--- config.mk ---
export PLATFORM = sky130hd
export DESIGN_NAME = point_in_polygon_projected_top
export DESIGN_NICKNAME = d
export VERILOG_FILES = /design/src/sv/pipp_pkg.sv /design/src/sv/pipp_div.sv /design/src/sv/pipp_fifo.sv /design/src/sv/pipp_front.sv /design/src/sv/pipp_back.sv /design/src/sv/point_in_polygon_projected_top.sv
export SDC_FILE = /design/constraint.sdc
export NUM_CORES = 2
export LEC_CHECK = 0
export BUFFER_PORTS_ARGS = -buffer_cell sky130_fd_sc_hd__buf_4
export CAP_MARGIN = 20
export CELL_PAD_IN_SITES_DETAIL_PLACEMENT = 1
export CELL_PAD_IN_SITES_GLOBAL_PLACEMENT = 1
export CORE_MARGIN = 3
export CORE_UTILIZATION = 39
export CTS_CLUSTER_DIAMETER = 30
export DETAILED_ROUTE_END_ITERATION = 7
export PLACE_DENSITY_LB_ADDON = 0.1
export RECOVER_POWER = 50
export SKIP_LAST_GASP = 1
export SYNTH_ARGS = -nofsm -noshare
export SYNTH_HDL_FRONTEND = slang
export SYNTH_HIERARCHICAL = 1
export SYNTH_SLANG_ARGS = --single-unit
--- constraint.sdc ---
create_clock -name clock -period 23.7 [get_ports clock]
set_clock_uncertainty 0.2 [all_clocks]
set_input_delay 3.555 -clock clock [delete_from_list [all_inputs] [get_ports clock]]
set_output_delay 3.555 -clock clock [all_outputs]
set_load 0.01 [all_outputs]
--- src/sv/pipp_pkg.sv ---
`timescale 1ns / 1ps
`default_nettype none
// ----------------------------------------------------------------------------
// pipp_pkg: shared types and constants
// Transaction payloads, queue entry layout and register codes for the
// projected point-in-polygon block.
// ----------------------------------------------------------------------------
package pipp_pkg;

   localparam logic [1:0] OP_POINT  = 2'd0;
   localparam logic [1:0] OP_NORMAL = 2'd1;
   localparam logic [1:0] OP_VERTEX = 2'd2;

   localparam logic       REG_ZERO_TOL = 1'b0;
   localparam logic [30:0] TOL_RESET   = 31'd66;

   typedef struct packed {
      logic [1:0]         op;
      logic signed [31:0] in_x;
      logic signed [31:0] in_y;
      logic signed [31:0] in_z;
      logic [30:0]        in_w;
      logic               last;
   } req_type;

   typedef struct packed {
      logic        inside_res;
      logic [15:0] crossings;
   } rsp_type;

   // projected vertex job, with the point in the same kept axes
   typedef struct packed {
      logic signed [31:0] c1;
      logic signed [31:0] c2;
      logic [30:0]        w;
      logic               last;
      logic signed [31:0] p1;
      logic signed [31:0] p2;
   } vtx_type;

   typedef struct packed {
      logic full;
      logic not_empty;
   } q_status_type;

endpackage

`default_nettype wire

--- src/sv/pipp_div.sv ---
`timescale 1ns / 1ps
`default_nettype none
// ----------------------------------------------------------------------------
// pipp_div: shared restoring divider
// One quotient bit per cycle; the remainder can be preloaded so that a
// fraction of a proper ratio is produced directly.
// ----------------------------------------------------------------------------
module pipp_div import pipp_pkg::*; #(
   parameter int FRAC_BITS = 16
) (
   input  wire logic                   clock,
   input  wire logic                   reset,
   input  wire logic                   start,
   input  wire logic [32:0]            rem_init,
   input  wire logic [32+FRAC_BITS-1:0] num_init,
   input  wire logic [32:0]            den,
   input  wire logic [$clog2(32+FRAC_BITS+1)-1:0] steps,
   output logic                        done,
   output logic [32+FRAC_BITS-1:0]     quo
);

   localparam int NW = 32 + FRAC_BITS;
   localparam int CW = $clog2(NW + 1);

   logic          busy_ff, busy_in;
   logic          done_ff, done_in;
   logic [CW-1:0] cnt_ff, cnt_in;
   logic [32:0]   rem_ff, rem_in;
   logic [NW-1:0] num_ff, num_in;
   logic [NW-1:0] quo_ff, quo_in;
   logic [32:0]   den_ff, den_in;
   logic [33:0]   rem_sh;
   logic          ge;

   assign rem_sh = {rem_ff, num_ff[NW-1]};
   assign ge     = rem_sh >= {1'b0, den_ff};

   always_comb begin
      busy_in = busy_ff;
      done_in = 1'b0;
      cnt_in  = cnt_ff;
      rem_in  = rem_ff;
      num_in  = num_ff;
      quo_in  = quo_ff;
      den_in  = den_ff;
      if (start) begin
         busy_in = 1'b1;
         cnt_in  = steps;
         rem_in  = rem_init;
         num_in  = num_init;
         quo_in  = '0;
         den_in  = den;
      end else if (busy_ff) begin
         rem_in = ge ? 33'(rem_sh - {1'b0, den_ff}) : rem_sh[32:0];
         num_in = {num_ff[NW-2:0], 1'b0};
         quo_in = {quo_ff[NW-2:0], ge};
         cnt_in = cnt_ff - CW'(1);
         if (cnt_ff == CW'(1)) begin
            busy_in = 1'b0;
            done_in = 1'b1;
         end
      end
   end

   always_ff @(posedge clock) begin
      if (reset) begin
         busy_ff <= 1'b0;
         done_ff <= 1'b0;
         cnt_ff  <= '0;
      end else begin
         busy_ff <= busy_in;
         done_ff <= done_in;
         cnt_ff  <= cnt_in;
      end
   end

   always_ff @(posedge clock) begin
      rem_ff <= rem_in;
      num_ff <= num_in;
      quo_ff <= quo_in;
      den_ff <= den_in;
   end

   assign done = done_ff;
   assign quo  = quo_ff;

endmodule

`default_nettype wire

--- src/sv/pipp_fifo.sv ---
`timescale 1ns / 1ps
`default_nettype none
// ----------------------------------------------------------------------------
// pipp_fifo: vertex job queue
// Two-entry queue between the front and back parts.
// ----------------------------------------------------------------------------
module pipp_fifo import pipp_pkg::*; (
   input  wire logic    clock,
   input  wire logic    reset,
   input  wire logic    push,
   input  wire vtx_type push_data,
   input  wire logic    pop,
   output vtx_type      pop_data,
   output q_status_type status
);

   vtx_type    mem [2];
   logic       wp_ff, wp_in;
   logic       rp_ff, rp_in;
   logic [1:0] cnt_ff, cnt_in;
   logic       do_push, do_pop;

   assign do_push = push && (cnt_ff != 2'd2);
   assign do_pop  = pop && (cnt_ff != 2'd0);

   always_comb begin
      wp_in  = do_push ? ~wp_ff : wp_ff;
      rp_in  = do_pop ? ~rp_ff : rp_ff;
      cnt_in = cnt_ff + 2'(do_push) - 2'(do_pop);
   end

   always_ff @(posedge clock) begin
      if (reset) begin
         wp_ff  <= 1'b0;
         rp_ff  <= 1'b0;
         cnt_ff <= '0;
      end else begin
         wp_ff  <= wp_in;
         rp_ff  <= rp_in;
         cnt_ff <= cnt_in;
      end
   end

   always_ff @(posedge clock) begin
      if (do_push) begin
         mem[wp_ff] <= push_data;
      end
   end

   assign pop_data         = mem[rp_ff];
   assign status.full      = cnt_ff == 2'd2;
   assign status.not_empty = cnt_ff != 2'd0;

endmodule

`default_nettype wire

--- src/sv/pipp_front.sv ---
`timescale 1ns / 1ps
`default_nettype none
// ----------------------------------------------------------------------------
// pipp_front: command decode
// Holds the point and the dropped axis, and turns each vertex into a job
// with its kept coordinates and the matching point coordinates.
// ----------------------------------------------------------------------------
module pipp_front import pipp_pkg::*; (
   input  wire logic    clock,
   input  wire logic    reset,
   input  wire logic    accept,
   input  wire req_type req,
   output logic         push,
   output vtx_type      job
);

   logic signed [31:0] pt_ff [3];
   logic signed [31:0] pt_in [3];
   logic [1:0]         drop_ff, drop_in;
   logic [31:0]        m0, m1, m2;
   logic [1:0]         ax;
   logic [31:0]        best;

   function automatic logic [31:0] mag32(logic signed [31:0] v);
      mag32 = v[31] ? 32'(-v) : 32'(v);
   endfunction

   always_comb begin
      m0   = mag32(req.in_x);
      m1   = mag32(req.in_y);
      m2   = mag32(req.in_z);
      ax   = 2'd0;
      best = m0;
      if (m1 > best) begin
         ax   = 2'd1;
         best = m1;
      end
      if (m2 > best) begin
         ax = 2'd2;
      end
   end

   always_comb begin
      pt_in   = pt_ff;
      drop_in = drop_ff;
      if (accept && req.op == OP_POINT) begin
         pt_in[0] = req.in_x;
         pt_in[1] = req.in_y;
         pt_in[2] = req.in_z;
      end
      if (accept && req.op == OP_NORMAL) begin
         drop_in = ax;
      end
   end

   always_ff @(posedge clock) begin
      if (reset) begin
         pt_ff[0] <= '0;
         pt_ff[1] <= '0;
         pt_ff[2] <= '0;
         drop_ff  <= '0;
      end else begin
         pt_ff   <= pt_in;
         drop_ff <= drop_in;
      end
   end

   // kept axes are the two that follow the dropped one, cyclically
   always_comb begin
      job.w    = req.in_w;
      job.last = req.last;
      case (drop_ff)
         2'd1: begin
            job.c1 = req.in_z;
            job.c2 = req.in_x;
            job.p1 = pt_ff[2];
            job.p2 = pt_ff[0];
         end
         2'd2: begin
            job.c1 = req.in_x;
            job.c2 = req.in_y;
            job.p1 = pt_ff[0];
            job.p2 = pt_ff[1];
         end
         default: begin
            job.c1 = req.in_y;
            job.c2 = req.in_z;
            job.p1 = pt_ff[1];
            job.p2 = pt_ff[2];
         end
      endcase
   end

   assign push = accept && req.op == OP_VERTEX;

endmodule

`default_nettype wire

--- src/sv/pipp_back.sv ---
`timescale 1ns / 1ps
`default_nettype none
// ----------------------------------------------------------------------------
// pipp_back: vertex and edge sequencer
// Divides each vertex by its weight, tests the edges against the ray and
// keeps the crossing count and parity of the ring.
// ----------------------------------------------------------------------------
module pipp_back import pipp_pkg::*; #(
   parameter int FRAC_BITS  = 16,
   parameter int COUNT_BITS = 16
) (
   input  wire logic          clock,
   input  wire logic          reset,
   input  wire logic [30:0]   tol,
   input  wire q_status_type  q_status,
   input  wire vtx_type       q_data,
   output logic               q_pop,
   output logic               rsp_valid,
   output rsp_type            rsp_item
);

   localparam int NW   = 32 + FRAC_BITS;
   localparam int CW   = $clog2(NW + 1);
   localparam int PW   = 34 + FRAC_BITS;
   localparam int SW   = PW + 1;
   localparam int WIDE = (COUNT_BITS > 16) ? COUNT_BITS : 16;

   typedef enum logic [3:0] {
      ST_IDLE, ST_UGO, ST_UWAIT, ST_VGO, ST_VWAIT, ST_PREP, ST_EDGE,
      ST_EDIV, ST_EMUL, ST_ESUM, ST_STORE, ST_DONE
   } state_type;

   state_type              state_ff;
   vtx_type                ent_ff;
   logic signed [31:0]     cu_ff, cv_ff;
   logic signed [31:0]     pu_ff, pv_ff;
   logic signed [31:0]     fu_ff, fv_ff;
   logic                   have_first_ff;
   logic signed [31:0]     eb1_ff, eb2_ff, ea1_ff, ea2_ff;
   logic                   closing_ff;
   logic [FRAC_BITS-1:0]   s_ff;
   logic signed [PW-1:0]   prod_ff;
   logic [COUNT_BITS-1:0]  cnt_ff;
   logic                   parity_ff;
   logic                   rsp_valid_ff;
   rsp_type                rsp_ff;

   logic                   div_start, div_done;
   logic [32:0]            div_rem, div_den;
   logic [NW-1:0]          div_num, div_quo;
   logic [CW-1:0]          div_steps;

   logic signed [32:0]     d, n, t, e, bp;
   logic [32:0]            ad, an, at, ae;
   logic                   par, par_cross, div_ok, opposite, w_nz;
   logic signed [SW-1:0]   sum;
   logic [WIDE-1:0]        cnt_wide;

   function automatic logic [32:0] mag33(logic signed [32:0] v);
      mag33 = v[32] ? 33'(-v) : 33'(v);
   endfunction

   function automatic logic [31:0] mag32(logic signed [31:0] v);
      mag32 = v[31] ? 32'(-v) : 32'(v);
   endfunction

   function automatic logic signed [31:0] wconv(logic [NW-1:0] q, logic neg);
      if (!neg) begin
         wconv = (q > NW'(32'h7FFF_FFFF)) ? 32'sh7FFF_FFFF : q[31:0];
      end else begin
         wconv = (q > NW'(32'h8000_0000)) ? 32'sh8000_0000 : 32'(-q[31:0]);
      end
   endfunction

   function automatic logic signed [31:0] wzero(logic signed [31:0] c);
      if (c == 0) begin
         wzero = '0;
      end else begin
         wzero = c[31] ? 32'sh8000_0000 : 32'sh7FFF_FFFF;
      end
   endfunction

   assign w_nz = ent_ff.w != '0;

   always_comb begin
      d  = 33'(ea2_ff) - 33'(eb2_ff);
      n  = 33'(ent_ff.p2) - 33'(eb2_ff);
      t  = 33'(ent_ff.p1) - 33'(eb1_ff);
      e  = 33'(ea1_ff) - 33'(eb1_ff);
      bp = 33'(eb1_ff) - 33'(ent_ff.p1);
      ad = mag33(d);
      an = mag33(n);
      at = mag33(t);
      ae = mag33(e);
      par      = ad < {2'b00, tol};
      opposite = (t < 0 && e > 0) || (t > 0 && e < 0);
      par_cross = !opposite && (at < ae) && (an < ad);
      // only a strictly positive fraction below one can cross
      div_ok = (d != 0) && (n != 0) && (n[32] == d[32]) && (an < ad);
      sum = SW'(prod_ff) + (SW'(bp) <<< FRAC_BITS);
   end

   always_comb begin
      div_start = 1'b0;
      div_rem   = '0;
      div_num   = '0;
      div_den   = {2'b00, ent_ff.w};
      div_steps = CW'(NW);
      case (state_ff)
         ST_UGO: begin
            div_start = w_nz;
            div_num   = {mag32(ent_ff.c1), FRAC_BITS'(0)};
         end
         ST_VGO: begin
            div_start = w_nz;
            div_num   = {mag32(ent_ff.c2), FRAC_BITS'(0)};
         end
         ST_EDGE: begin
            div_start = !par && div_ok;
            div_rem   = an;
            div_den   = ad;
            div_steps = CW'(FRAC_BITS);
         end
         default: begin
            div_start = 1'b0;
         end
      endcase
   end

   pipp_div #(.FRAC_BITS(FRAC_BITS)) u_div (
      .clock    (clock),
      .reset    (reset),
      .start    (div_start),
      .rem_init (div_rem),
      .num_init (div_num),
      .den      (div_den),
      .steps    (div_steps),
      .done     (div_done),
      .quo      (div_quo)
   );

   assign q_pop = (state_ff == ST_IDLE) && q_status.not_empty;

   always_comb begin
      cnt_wide = WIDE'(cnt_ff);
   end

   always_ff @(posedge clock) begin
      if (reset) begin
         state_ff      <= ST_IDLE;
         have_first_ff <= 1'b0;
         cnt_ff        <= '0;
         parity_ff     <= 1'b0;
         rsp_valid_ff  <= 1'b0;
         closing_ff    <= 1'b0;
      end else begin
         rsp_valid_ff <= 1'b0;
         case (state_ff)
            ST_IDLE: begin
               if (q_status.not_empty) begin
                  ent_ff   <= q_data;
                  state_ff <= ST_UGO;
               end
            end
            ST_UGO: begin
               state_ff <= ST_UWAIT;
            end
            ST_UWAIT: begin
               if (!w_nz) begin
                  cu_ff    <= wzero(ent_ff.c1);
                  state_ff <= ST_VGO;
               end else if (div_done) begin
                  cu_ff    <= wconv(div_quo, ent_ff.c1[31]);
                  state_ff <= ST_VGO;
               end
            end
            ST_VGO: begin
               state_ff <= ST_VWAIT;
            end
            ST_VWAIT: begin
               if (!w_nz) begin
                  cv_ff    <= wzero(ent_ff.c2);
                  state_ff <= ST_PREP;
               end else if (div_done) begin
                  cv_ff    <= wconv(div_quo, ent_ff.c2[31]);
                  state_ff <= ST_PREP;
               end
            end
            ST_PREP: begin
               if (have_first_ff) begin
                  eb1_ff     <= pu_ff;
                  eb2_ff     <= pv_ff;
                  ea1_ff     <= cu_ff;
                  ea2_ff     <= cv_ff;
                  closing_ff <= 1'b0;
                  state_ff   <= ST_EDGE;
               end else begin
                  state_ff <= ST_STORE;
               end
            end
            ST_EDGE: begin
               if (par) begin
                  if (par_cross) begin
                     if (cnt_ff != '1) begin
                        cnt_ff <= cnt_ff + COUNT_BITS'(1);
                     end
                     parity_ff <= ~parity_ff;
                  end
                  state_ff <= closing_ff ? ST_DONE : ST_STORE;
               end else if (div_ok) begin
                  state_ff <= ST_EDIV;
               end else begin
                  state_ff <= closing_ff ? ST_DONE : ST_STORE;
               end
            end
            ST_EDIV: begin
               if (div_done) begin
                  s_ff <= div_quo[FRAC_BITS-1:0];
                  if (div_quo[FRAC_BITS-1:0] == '0) begin
                     state_ff <= closing_ff ? ST_DONE : ST_STORE;
                  end else begin
                     state_ff <= ST_EMUL;
                  end
               end
            end
            ST_EMUL: begin
               prod_ff  <= PW'($signed({1'b0, s_ff}) * e);
               state_ff <= ST_ESUM;
            end
            ST_ESUM: begin
               if (!sum[SW-1]) begin
                  if (cnt_ff != '1) begin
                     cnt_ff <= cnt_ff + COUNT_BITS'(1);
                  end
                  parity_ff <= ~parity_ff;
               end
               state_ff <= closing_ff ? ST_DONE : ST_STORE;
            end
            ST_STORE: begin
               pu_ff         <= cu_ff;
               pv_ff         <= cv_ff;
               have_first_ff <= 1'b1;
               if (!have_first_ff) begin
                  fu_ff <= cu_ff;
                  fv_ff <= cv_ff;
               end
               if (ent_ff.last) begin
                  // closing edge back to the first vertex
                  eb1_ff     <= cu_ff;
                  eb2_ff     <= cv_ff;
                  ea1_ff     <= have_first_ff ? fu_ff : cu_ff;
                  ea2_ff     <= have_first_ff ? fv_ff : cv_ff;
                  closing_ff <= 1'b1;
                  state_ff   <= ST_EDGE;
               end else begin
                  state_ff <= ST_IDLE;
               end
            end
            ST_DONE: begin
               rsp_valid_ff       <= 1'b1;
               rsp_ff.inside_res  <= parity_ff;
               rsp_ff.crossings   <= (cnt_wide > WIDE'(16'hFFFF)) ? 16'hFFFF
                                                                 : cnt_wide[15:0];
               cnt_ff        <= '0;
               parity_ff     <= 1'b0;
               have_first_ff <= 1'b0;
               state_ff      <= ST_IDLE;
            end
            default: begin
               state_ff <= ST_IDLE;
            end
         endcase
      end
   end

   assign rsp_valid = rsp_valid_ff;
   assign rsp_item  = rsp_ff;

endmodule

`default_nettype wire

--- src/sv/point_in_polygon_projected_top.sv ---
`timescale 1ns / 1ps
`default_nettype none
// ----------------------------------------------------------------------------
// point_in_polygon_projected_top: point-in-polygon test in the principal plane
// Usage:
//   A command transaction is taken when start is high and busy is low.
//   op 0 loads the point and op 1 the plane normal; both take effect at once.
//   op 2 queues a homogeneous vertex; last closes the ring. Vertices go to a
//   two-entry queue and busy is high while it is full.
//   Each vertex runs through one shared restoring divider, one bit a cycle:
//   two weight divisions (none for a zero weight), then a fraction division
//   for an edge that is not near parallel and may cross. The closing vertex
//   also tests the edge back to the first vertex.
//   The result (inside flag, crossing count) appears on rsp_item for one
//   cycle with rsp_valid; the receiver cannot stall it.
//   zero_tolerance is written over the csr port at byte address 0; the user
//   must do so while the block is idle, as the block does not enforce it.
//   Reset clears the point, the normal choice, the ring and the queue, and
//   sets zero_tolerance to 66.
// ----------------------------------------------------------------------------
module point_in_polygon_projected_top import pipp_pkg::*; #(
   parameter int FRAC_BITS  = 16,
   parameter int COUNT_BITS = 16
) (
   input  wire logic        clock,
   input  wire logic        reset,
   input  wire logic        start,
   output logic             busy,
   input  wire req_type     req_item,
   output logic             rsp_valid,
   output rsp_type          rsp_item,
   input  wire logic        csr_psel,
   input  wire logic        csr_penable,
   input  wire logic        csr_pwrite,
   input  wire logic [2:0]  csr_paddr,
   input  wire logic [31:0] csr_pwdata,
   output logic [31:0]      csr_prdata,
   output logic             csr_pready
);

   logic [30:0]  tol_ff, tol_in;
   logic         accept, csr_wr;
   logic         push, pop;
   vtx_type      job, q_data;
   q_status_type q_status;

   assign csr_pready = 1'b1;
   assign csr_wr     = csr_psel && csr_penable && csr_pwrite && csr_pready;
   assign tol_in     = (csr_wr && csr_paddr[2] == REG_ZERO_TOL) ? csr_pwdata[30:0]
                                                                : tol_ff;
   assign csr_prdata = (csr_paddr[2] == REG_ZERO_TOL) ? {1'b0, tol_ff} : '0;

   always_ff @(posedge clock) begin
      if (reset) begin
         tol_ff <= TOL_RESET;
      end else begin
         tol_ff <= tol_in;
      end
   end

   assign busy   = q_status.full;
   assign accept = start && !busy;

   pipp_front u_front (
      .clock  (clock),
      .reset  (reset),
      .accept (accept),
      .req    (req_item),
      .push   (push),
      .job    (job)
   );

   pipp_fifo u_fifo (
      .clock     (clock),
      .reset     (reset),
      .push      (push),
      .push_data (job),
      .pop       (pop),
      .pop_data  (q_data),
      .status    (q_status)
   );

   pipp_back #(
      .FRAC_BITS  (FRAC_BITS),
      .COUNT_BITS (COUNT_BITS)
   ) u_back (
      .clock     (clock),
      .reset     (reset),
      .tol       (tol_ff),
      .q_status  (q_status),
      .q_data    (q_data),
      .q_pop     (pop),
      .rsp_valid (rsp_valid),
      .rsp_item  (rsp_item)
   );

   // two results never come back to back
   a_rsp_gap: assert property (@(posedge clock) disable iff (reset)
      rsp_valid |=> !rsp_valid)
      else $error("back-to-back results");

   // odd parity needs at least one counted crossing
   a_parity_count: assert property (@(posedge clock) disable iff (reset)
      (rsp_valid && rsp_item.inside_res) |-> (rsp_item.crossings != 16'd0))
      else $error("inside with zero crossings");

   // a pop only happens when the queue holds a job
   a_pop_nonempty: assert property (@(posedge clock) disable iff (reset)
      pop |-> q_status.not_empty)
      else $error("pop from empty queue");

endmodule

`default_nettype wire

* After elaboration in Yosys (flattened, before gate mapping)
Memory sizes are Yosys's and may differ from the RTL's. A register that Yosys moved wholly into a read port is not among the register bits. Index checks and enable logic that the tools add are counted.
Cells by class: add/subtract/negate cells 21, $mul 1, div/mod/pow operators 0, $lt $le $gt $ge 13, eq/ne operators 30, shifts and indexed selects 0, mux-type cells 86, bitwise gates (word level) 6, reduce and logical (&&, ||, !) cells 48
Operators with widths (count):
- 32-bit 2-to-1 mux | 28
- 33-bit 2-to-1 mux | 8
- 32-bit one-hot mux with 2 select lines | 4
- 64-bit one-hot mux with 2 select lines | 2
- 32-bit negation | 6
- 32-bit by 32-bit subtractor with 33-bit output | 5
- 33-bit negation | 4
- 48-bit 2-to-1 mux | 2
- 48-bit one-hot mux with 2 select lines | 1
- 33-bit by 1-bit greater-than comparator with 1-bit output, second input constant | 2
- 33-bit by 1-bit less-than comparator with 1-bit output, second input constant | 2
- 33-bit less-than comparator | 2
- 33-bit nonzero test | 2
- 32-bit greater-than comparator | 2
- 32-bit logical NOT | 2
- 16-bit 2-to-1 mux | 4
- 31-bit 2-to-1 mux | 2
- 50-bit by 49-bit adder with 51-bit output | 1
- 17-bit by 33-bit multiplier with 50-bit output | 1
- 48-bit by 31-bit greater-than comparator with 1-bit output, second input constant | 1
- 48-bit by 32-bit greater-than comparator with 1-bit output, second input constant | 1
- 16-bit one-hot mux with 3 select lines | 1
- 4-bit one-hot mux with 11 select lines | 1
- 4-bit 2-to-1 mux | 10
- other kinds (41) | 111
Storage, ports and cells: register bits after elaboration 730, bits in latches 0, memory bits (writable) 320, bits in read-only memories 0, bits of input ports 171, output and inout port bits 52, logic and storage cells 242, memories kept 1
Memory list:
- u_fifo.mem | words 2, bits a word 160, rd ports 1, clocked after Yosys merged registers in 1, wr ports 1, line pipp_fifo.sv:17 | vtx_type mem [2];

* Logic depth before layout (Yosys ltp)
word-level depth 10, depth in mapped cells 37, gate-level depth less buffers 35

* Modules after synthesis
Netlist, hierarchy kept.
Modules (own cells, without submodules):
- pipp_back | times used 1, cells an instance 6210, area an instance 57970.6 um^2, sequential area each 16906.2 um^2
- pipp_fifo | times used 1, cells an instance 525, area an instance 12184.2 um^2, sequential area each 9709.3 um^2
- pipp_front | times used 1, cells an instance 1437, area an instance 9820.7 um^2, sequential area each 1961.9 um^2
- pipp_div | times used 1, cells an instance 823, area an instance 8921.1 um^2, sequential area each 4544.4 um^2
- point_in_polygon_projected_top | times used 1, cells an instance 174, area an instance 1649.1 um^2, sequential area each 620.6 um^2

* Least setup slack after synthesis
OpenSTA, ideal clock, no wires.
path kind register to register, start point reg u_back.eb2_ff[0], end point reg u_back.u_div.num_ff[0], enable pin, library setup time 0.435 ns, data arrival time 9.672 ns, required time 23.065 ns, setup slack 13.393 ns, cell stages (with the launch flop) 29, buffers on the path 3, period minus slack after synthesis 10.307 ns, path through edfxtp_1 -> ha_1 -> fa_1 -> nor2b_1 -> o31ai_1 -> a31oi_1 -> a21oi_1 -> xnor2_1 -> or4b_1 -> or4_1 -> nor3_1 -> a21oi_1 -> xnor2_1 -> ha_1 -> a21o_1 -> a21o_1 -> a21oi_1 -> nor2_1 -> a2111oi_0 -> o21ai_0 -> nor2_1 -> o21ai_0 -> a221o_1 -> o32ai_1 -> clkbuf_1 -> clkbuf_1 -> clkbuf_1 -> nor2_1 -> inv_1
Between the ends: longest elaborated chain between the ends 8, elaborated cells between the ends (all ways) 18, classes of those cells add/sub: 4; order compare: 2; eq/ne: 1; mux: 3; reduce/logical: 8
Ends and longest elaborated chain:
- start: declaration | line pipp_back.sv:39 | logic signed [31:0] eb1_ff, eb2_ff, ea1_ff, ea2_ff;
- start signal: assignment | line pipp_back.sv:192 | eb2_ff <= pv_ff;
- start signal: assignment | line pipp_back.sv:250 | eb2_ff <= cv_ff;
- 32-bit by 32-bit subtractor with 33-bit output, on equally long branches | line pipp_back.sv:86, pipp_back.sv:87
- 33-bit negation or 33-bit nonzero test (tied branches) | line pipp_back.sv:60, pipp_back.sv:99
- 33-bit 2-to-1 mux or 1-bit logical AND (tied branches) | line pipp_back.sv:60, pipp_back.sv:99
- 33-bit by 31-bit less-than comparator with 1-bit output (tied with other cells) | line pipp_back.sv:95 | par = ad < {2'b00, tol};
- 1-bit logical NOT or 1-bit logical AND (tied branches) | line pipp_back.sv:119, pipp_back.sv:99
- 1-bit logical AND (*) | line pipp_back.sv:119 | div_start = !par && div_ok;
- 1-bit one-hot mux with 2 select lines (*) | line pipp_back.sv:109 | case (state_ff)
- named net u_back.div_start | line pipp_back.sv:48 | logic div_start, div_done;
- 2-bit nonzero test (no source line) (*)
- end signal: assignment | line pipp_div.sv:79 | num_ff <= num_in;
- end: declaration | line pipp_div.sv:29 | logic [NW-1:0] num_ff, num_in;
Mark *: on every way through the listed nets, which the timed path passes. The rest lies on a longest branch. A chain may end at the register's enable or synchronous reset.

* Worst setup path after layout
start point reg u_back.eb1_ff[8], end point reg u_back.prod_ff[43], data pin
Between the ends: longest elaborated chain between the ends 2
Ends and longest elaborated chain:
- start: declaration | line pipp_back.sv:39
- start signal: assignment | line pipp_back.sv:191 | eb1_ff <= pu_ff;
- start signal: assignment | line pipp_back.sv:249 | eb1_ff <= cu_ff;
- 32-bit by 32-bit subtractor with 33-bit output | line pipp_back.sv:89 | e = 33'(ea1_ff) - 33'(eb1_ff);
- 17-bit by 33-bit multiplier with 50-bit output | line pipp_back.sv:227 | prod_ff <= PW'($signed({1'b0, s_ff}) * e);
- end signal: assignment | line pipp_back.sv:227
- end: declaration | line pipp_back.sv:42 | logic signed [PW-1:0] prod_ff;
Every way passes these cells.

==> metrics.md <==
| Metric | Value |
|---|---|
| Routed Antenna Nets | 0 |
| Met3 GRT Util | 0.0308 |
| Seq cells post-synth | 1195 |
| Clk Latency, worst-skew pair | 900 ps |
| Synth Instances | 9169 |
| FFs w/ async S/R, synth | 0 |
| CTS resizes | 0 |
| Run status | finished, violations left |
| Die height | 488 um |
| CP max stage cell | o211a_1 |
| Initial antenna violation count | 16 |
| Vias in the first global route | approximately 74k |
| Layout Nets | 10.5k |
| Combinational share of power | 0.191 |
| Via count | ~69k |
| Required time worst endpoint | 24120 ps |
| Avg Vias per Cell | 5.48 |
| Post-route cell area | 105000 um2 |
| Hold WC Path Type | reg -> reg |
| Period minus WS final | 10660 ps |
| Met2 usage | 0.410 |
| Slew HR | -4.43 |
| Initial DRC count | 4049 |
| H-tree depth | 5 |
| Grt ovf | 0 |
| Register area share after synthesis | 0.373 |
| Internal power | 5.92 mW |
| Synth Flop Type | edfxtp_1 |
| Crit Path Max Fanout | 18 |
| Starting Density | 0.393 |
| Worst path arrival time | between 10000 and 15000 ps |
| Core box area | 231000 um2 |
| DRT Pass-1 Iters | 7 |
| Worst vdd ir | 0.0000777 V |
| Pre-CTS setup slack | 12860 ps |
| Met1 Use GR | 0.333 |
| Clk slew on worst S/H paths | 40 ps |
| Synth area leaders | edfxtp_1, fa_1, ha_1 |
| WL/cell | ~23 um |
| Max Cap Viol | 19 |
| Die Span X | 488 um |
| Worst setup margin | 13040 ps |
| Die area | 238000 um2 |
| GRT Total Usage | 0.245 |
| DP Area | 94800 um2 |
| Violated checks | max-capacitance violations, max-slew violations |
| Crit-path max cell delay | approximately 850 ps |
| Post-CTS Hold Buffers | 0 |
| Post-synth EDFFs | 981 |
| Final GP Congestion | 0.903 |
| First-pass GRT wire length | 450000 um |
| Crit. End Element | flip-flop |
| Final setup viols | 0 |
| Worst slew pin tran | 8150 ps |
| Net Sw Power | 2.31 mW |
| Mapped cell area | 90500 um2 |
| Yosys warning total | 6 |
| CTS sink count | 1195 |
| Postcts setup bufs | 0 |
| Slew Limit Fails | 1108 |
| Final WL | 293000 um |
| Pin count of the biggest net entering global routing | 130 |
| Hpwl dp | 219000 um |
| CTS buffer count | 311 |
| Clock Path Buffers | 4 |
| Final cycle utilization of the critical path | 0.450 |
| Sw Share | 0.280 |
| Post-synth top area share | 0.325 |
| TritonCTS clock tree | done |
| PD cells | a little under 80 nW/um2 |
| Leakage | 42.6 nW |
| Cell taking the most area after synthesis | edfxtp_1 |
| Reg power frac | 0.314 |
| Average cell area after synthesis | 9.88 um2 |
| Layout area overhead | 15.4% |
| Layout cells sized above 1 | 0.110 |
| Setup CP Type | reg -> reg |
| Rows | roughly 180 |
| RSZ-0062 raised after global routing | false |
| DRC violations left | 0 |
| Port bufs | 217 |
| Final core utilization | 0.453 |
| I/O pin count | 223 |
| Clock group share of total power | 0.495 |
| Final Hold Fails | 0 |
| Root buffer cell | clkbuf_16 |
| Hold Slack | approximately 270 ps |
| Critical Path Source Type | flip-flop |
| Gr busiest metal | met2 |
| TNS Setup | 0 ps |
| Fmax | around 94 MHz |
| Cell variety after synth | 130 |
| Most Frequent Cell on Critical Path | fa_1 |
==> final timing paths <==
path / to / depth (start not counted) / startpoint / slack [ps]
max reg2reg: u_back/prod_ff[43]$_DFFE_PP_ / 29 / u_back/eb1_ff[8]$_DFFE_PP_ / 13040
min: u_front/pt_ff[46]$_SDFFE_PP0P_ / 2 / u_front/pt_ff[46]$_SDFFE_PP0P_ / 270
max: u_back/prod_ff[43]$_DFFE_PP_ / 29 / u_back/eb1_ff[8]$_DFFE_PP_ / 13040
min reg2reg: u_front/pt_ff[46]$_SDFFE_PP0P_ / 2 / u_front/pt_ff[46]$_SDFFE_PP0P_ / 270
==> final cells by class <==
| class | instances | area (um2) |
|---|---|---|
| inverters | 907 | 3410 |
| well taps | 3026 | 3790 |
| diodes | 11 | 27.5 |
| flip-flops and latches | 1195 | 33700 |
| repair buffers | 324 | 2390 |
| clock inverters | 175 | 1900 |
| clock buffers | 374 | 8270 |
| fillers | 25400 | 126000 |
| multi-input cells | 6558 | 51000 |
==> Yosys cell counts, drive strengths merged (32+ instances only) <==
library cell	instances
a21o	150
nor2b	101
or4	50
o21a	66
a31oi	62
and3	48
o21bai	35
mux2	297
a21oi	409
a211oi	39
a22oi	188
dfxtp	214
xor2	216
nand2b	118
fa	507
nand3	91
buf	131
nand2	1389
o211ai	40
nor2	343
nand4	86
and2	239
o21ai	464
or3	64
xnor2	247
o31ai	84
edfxtp	981
nor4	51
inv	906
o41ai	32
o22ai	37
mux2i	111
ha	518
clkbuf	397
nor3	113
==> kinds of logic (layout without fill, tap and decap cells) <==
family	after synthesis	in the layout	synth area share
AND/OR/NAND/NOR	2828	2828	0.150
AO/OA/AOI/OAI	1811	1811	0.131
buffers and inverters	1435	1780	0.0638
flip-flops	1195	1195	0.373
adder cells (fa/ha/maj)	1025	1025	0.184
XOR/XNOR	463	463	0.0452
multiplexers	408	408	0.0534
other	4	34	0.000166
==> cell usage in the layout, fill, tap and decap left out, types with 34 or more instances in the layout <==
cell type	count
clkinv_2	47
and3_1	46
ha_1	517
nand2_1	1389
o21a_1	66
nor4_1	45
xnor2_1	240
nor2b_1	101
o211ai_1	34
bufinv_16	34
nor2_1	338
nand4_1	86
nor3_1	110
xor2_1	214
buf_4	272
clkinv_1	34
mux2_1	160
or4_1	47
clkbuf_16	317
a21oi_1	402
dfxtp_1	213
clkbuf_1	70
fa_1	507
a211oi_1	36
mux2i_1	111
a22oi_1	187
and2_1	239
o22ai_1	37
a31oi_1	58
mux2_2	135
o31ai_1	78
nand3_1	90
o21bai_1	35
a21o_1	150
o21ai_0	443
or3_1	61
edfxtp_1	981
inv_1	903
nand2b_1	117
==> registers in the layout, indices dropped and copies added, names as in the netlist, 33 cells and up, named ones only <==
signal	flops
u_fifo/mem	320
u_back/ent_ff	160
u_front/pt_ff	96
u_back/u_div/num_ff	48
u_back/u_div/quo	48
u_back/prod_ff	34
u_back/u_div/den_ff	33
u_back/u_div/rem_ff	33
==> power groups by stage <==
stage,Clock [mW],Sequential (mW),Combinational (mW)
global route,4.29,2.60,1.73
global placement,0,2.62,1.53
detailed placement,0,2.62,1.56
finish,4.07,2.58,1.57
CTS,4.16,2.59,1.57
floorplan,0,2.58,1.15
==> metal layers <==
layer / share of wire / routed length, um
met4: 0.026 / 7490
met3: 0.039 / 11300
met1: 0.46 / 134000
met2: 0.48 / 140000
met5: 0 / 0
==> stage by stage <==
stage               instances  power, mW
floorplan                9188       3.72
global placement        12000       4.14
detailed placement      12000       4.18
CTS                     12600       8.32
global route            12600       8.62
finish                  12600       8.23
==> critical path: cells and delay by family (launching register included) <==
kind,cells,cell delay [ps]
AOI/OAI and AO/OA,14,5350
xor gates and xnor gates,1,60
adders and majority gates,8,3820
buffers and inverters,4,280
DFF,1,390
and+or+nand+nor,2,310
Note: power is estimated with default switching activity, not from simulation.
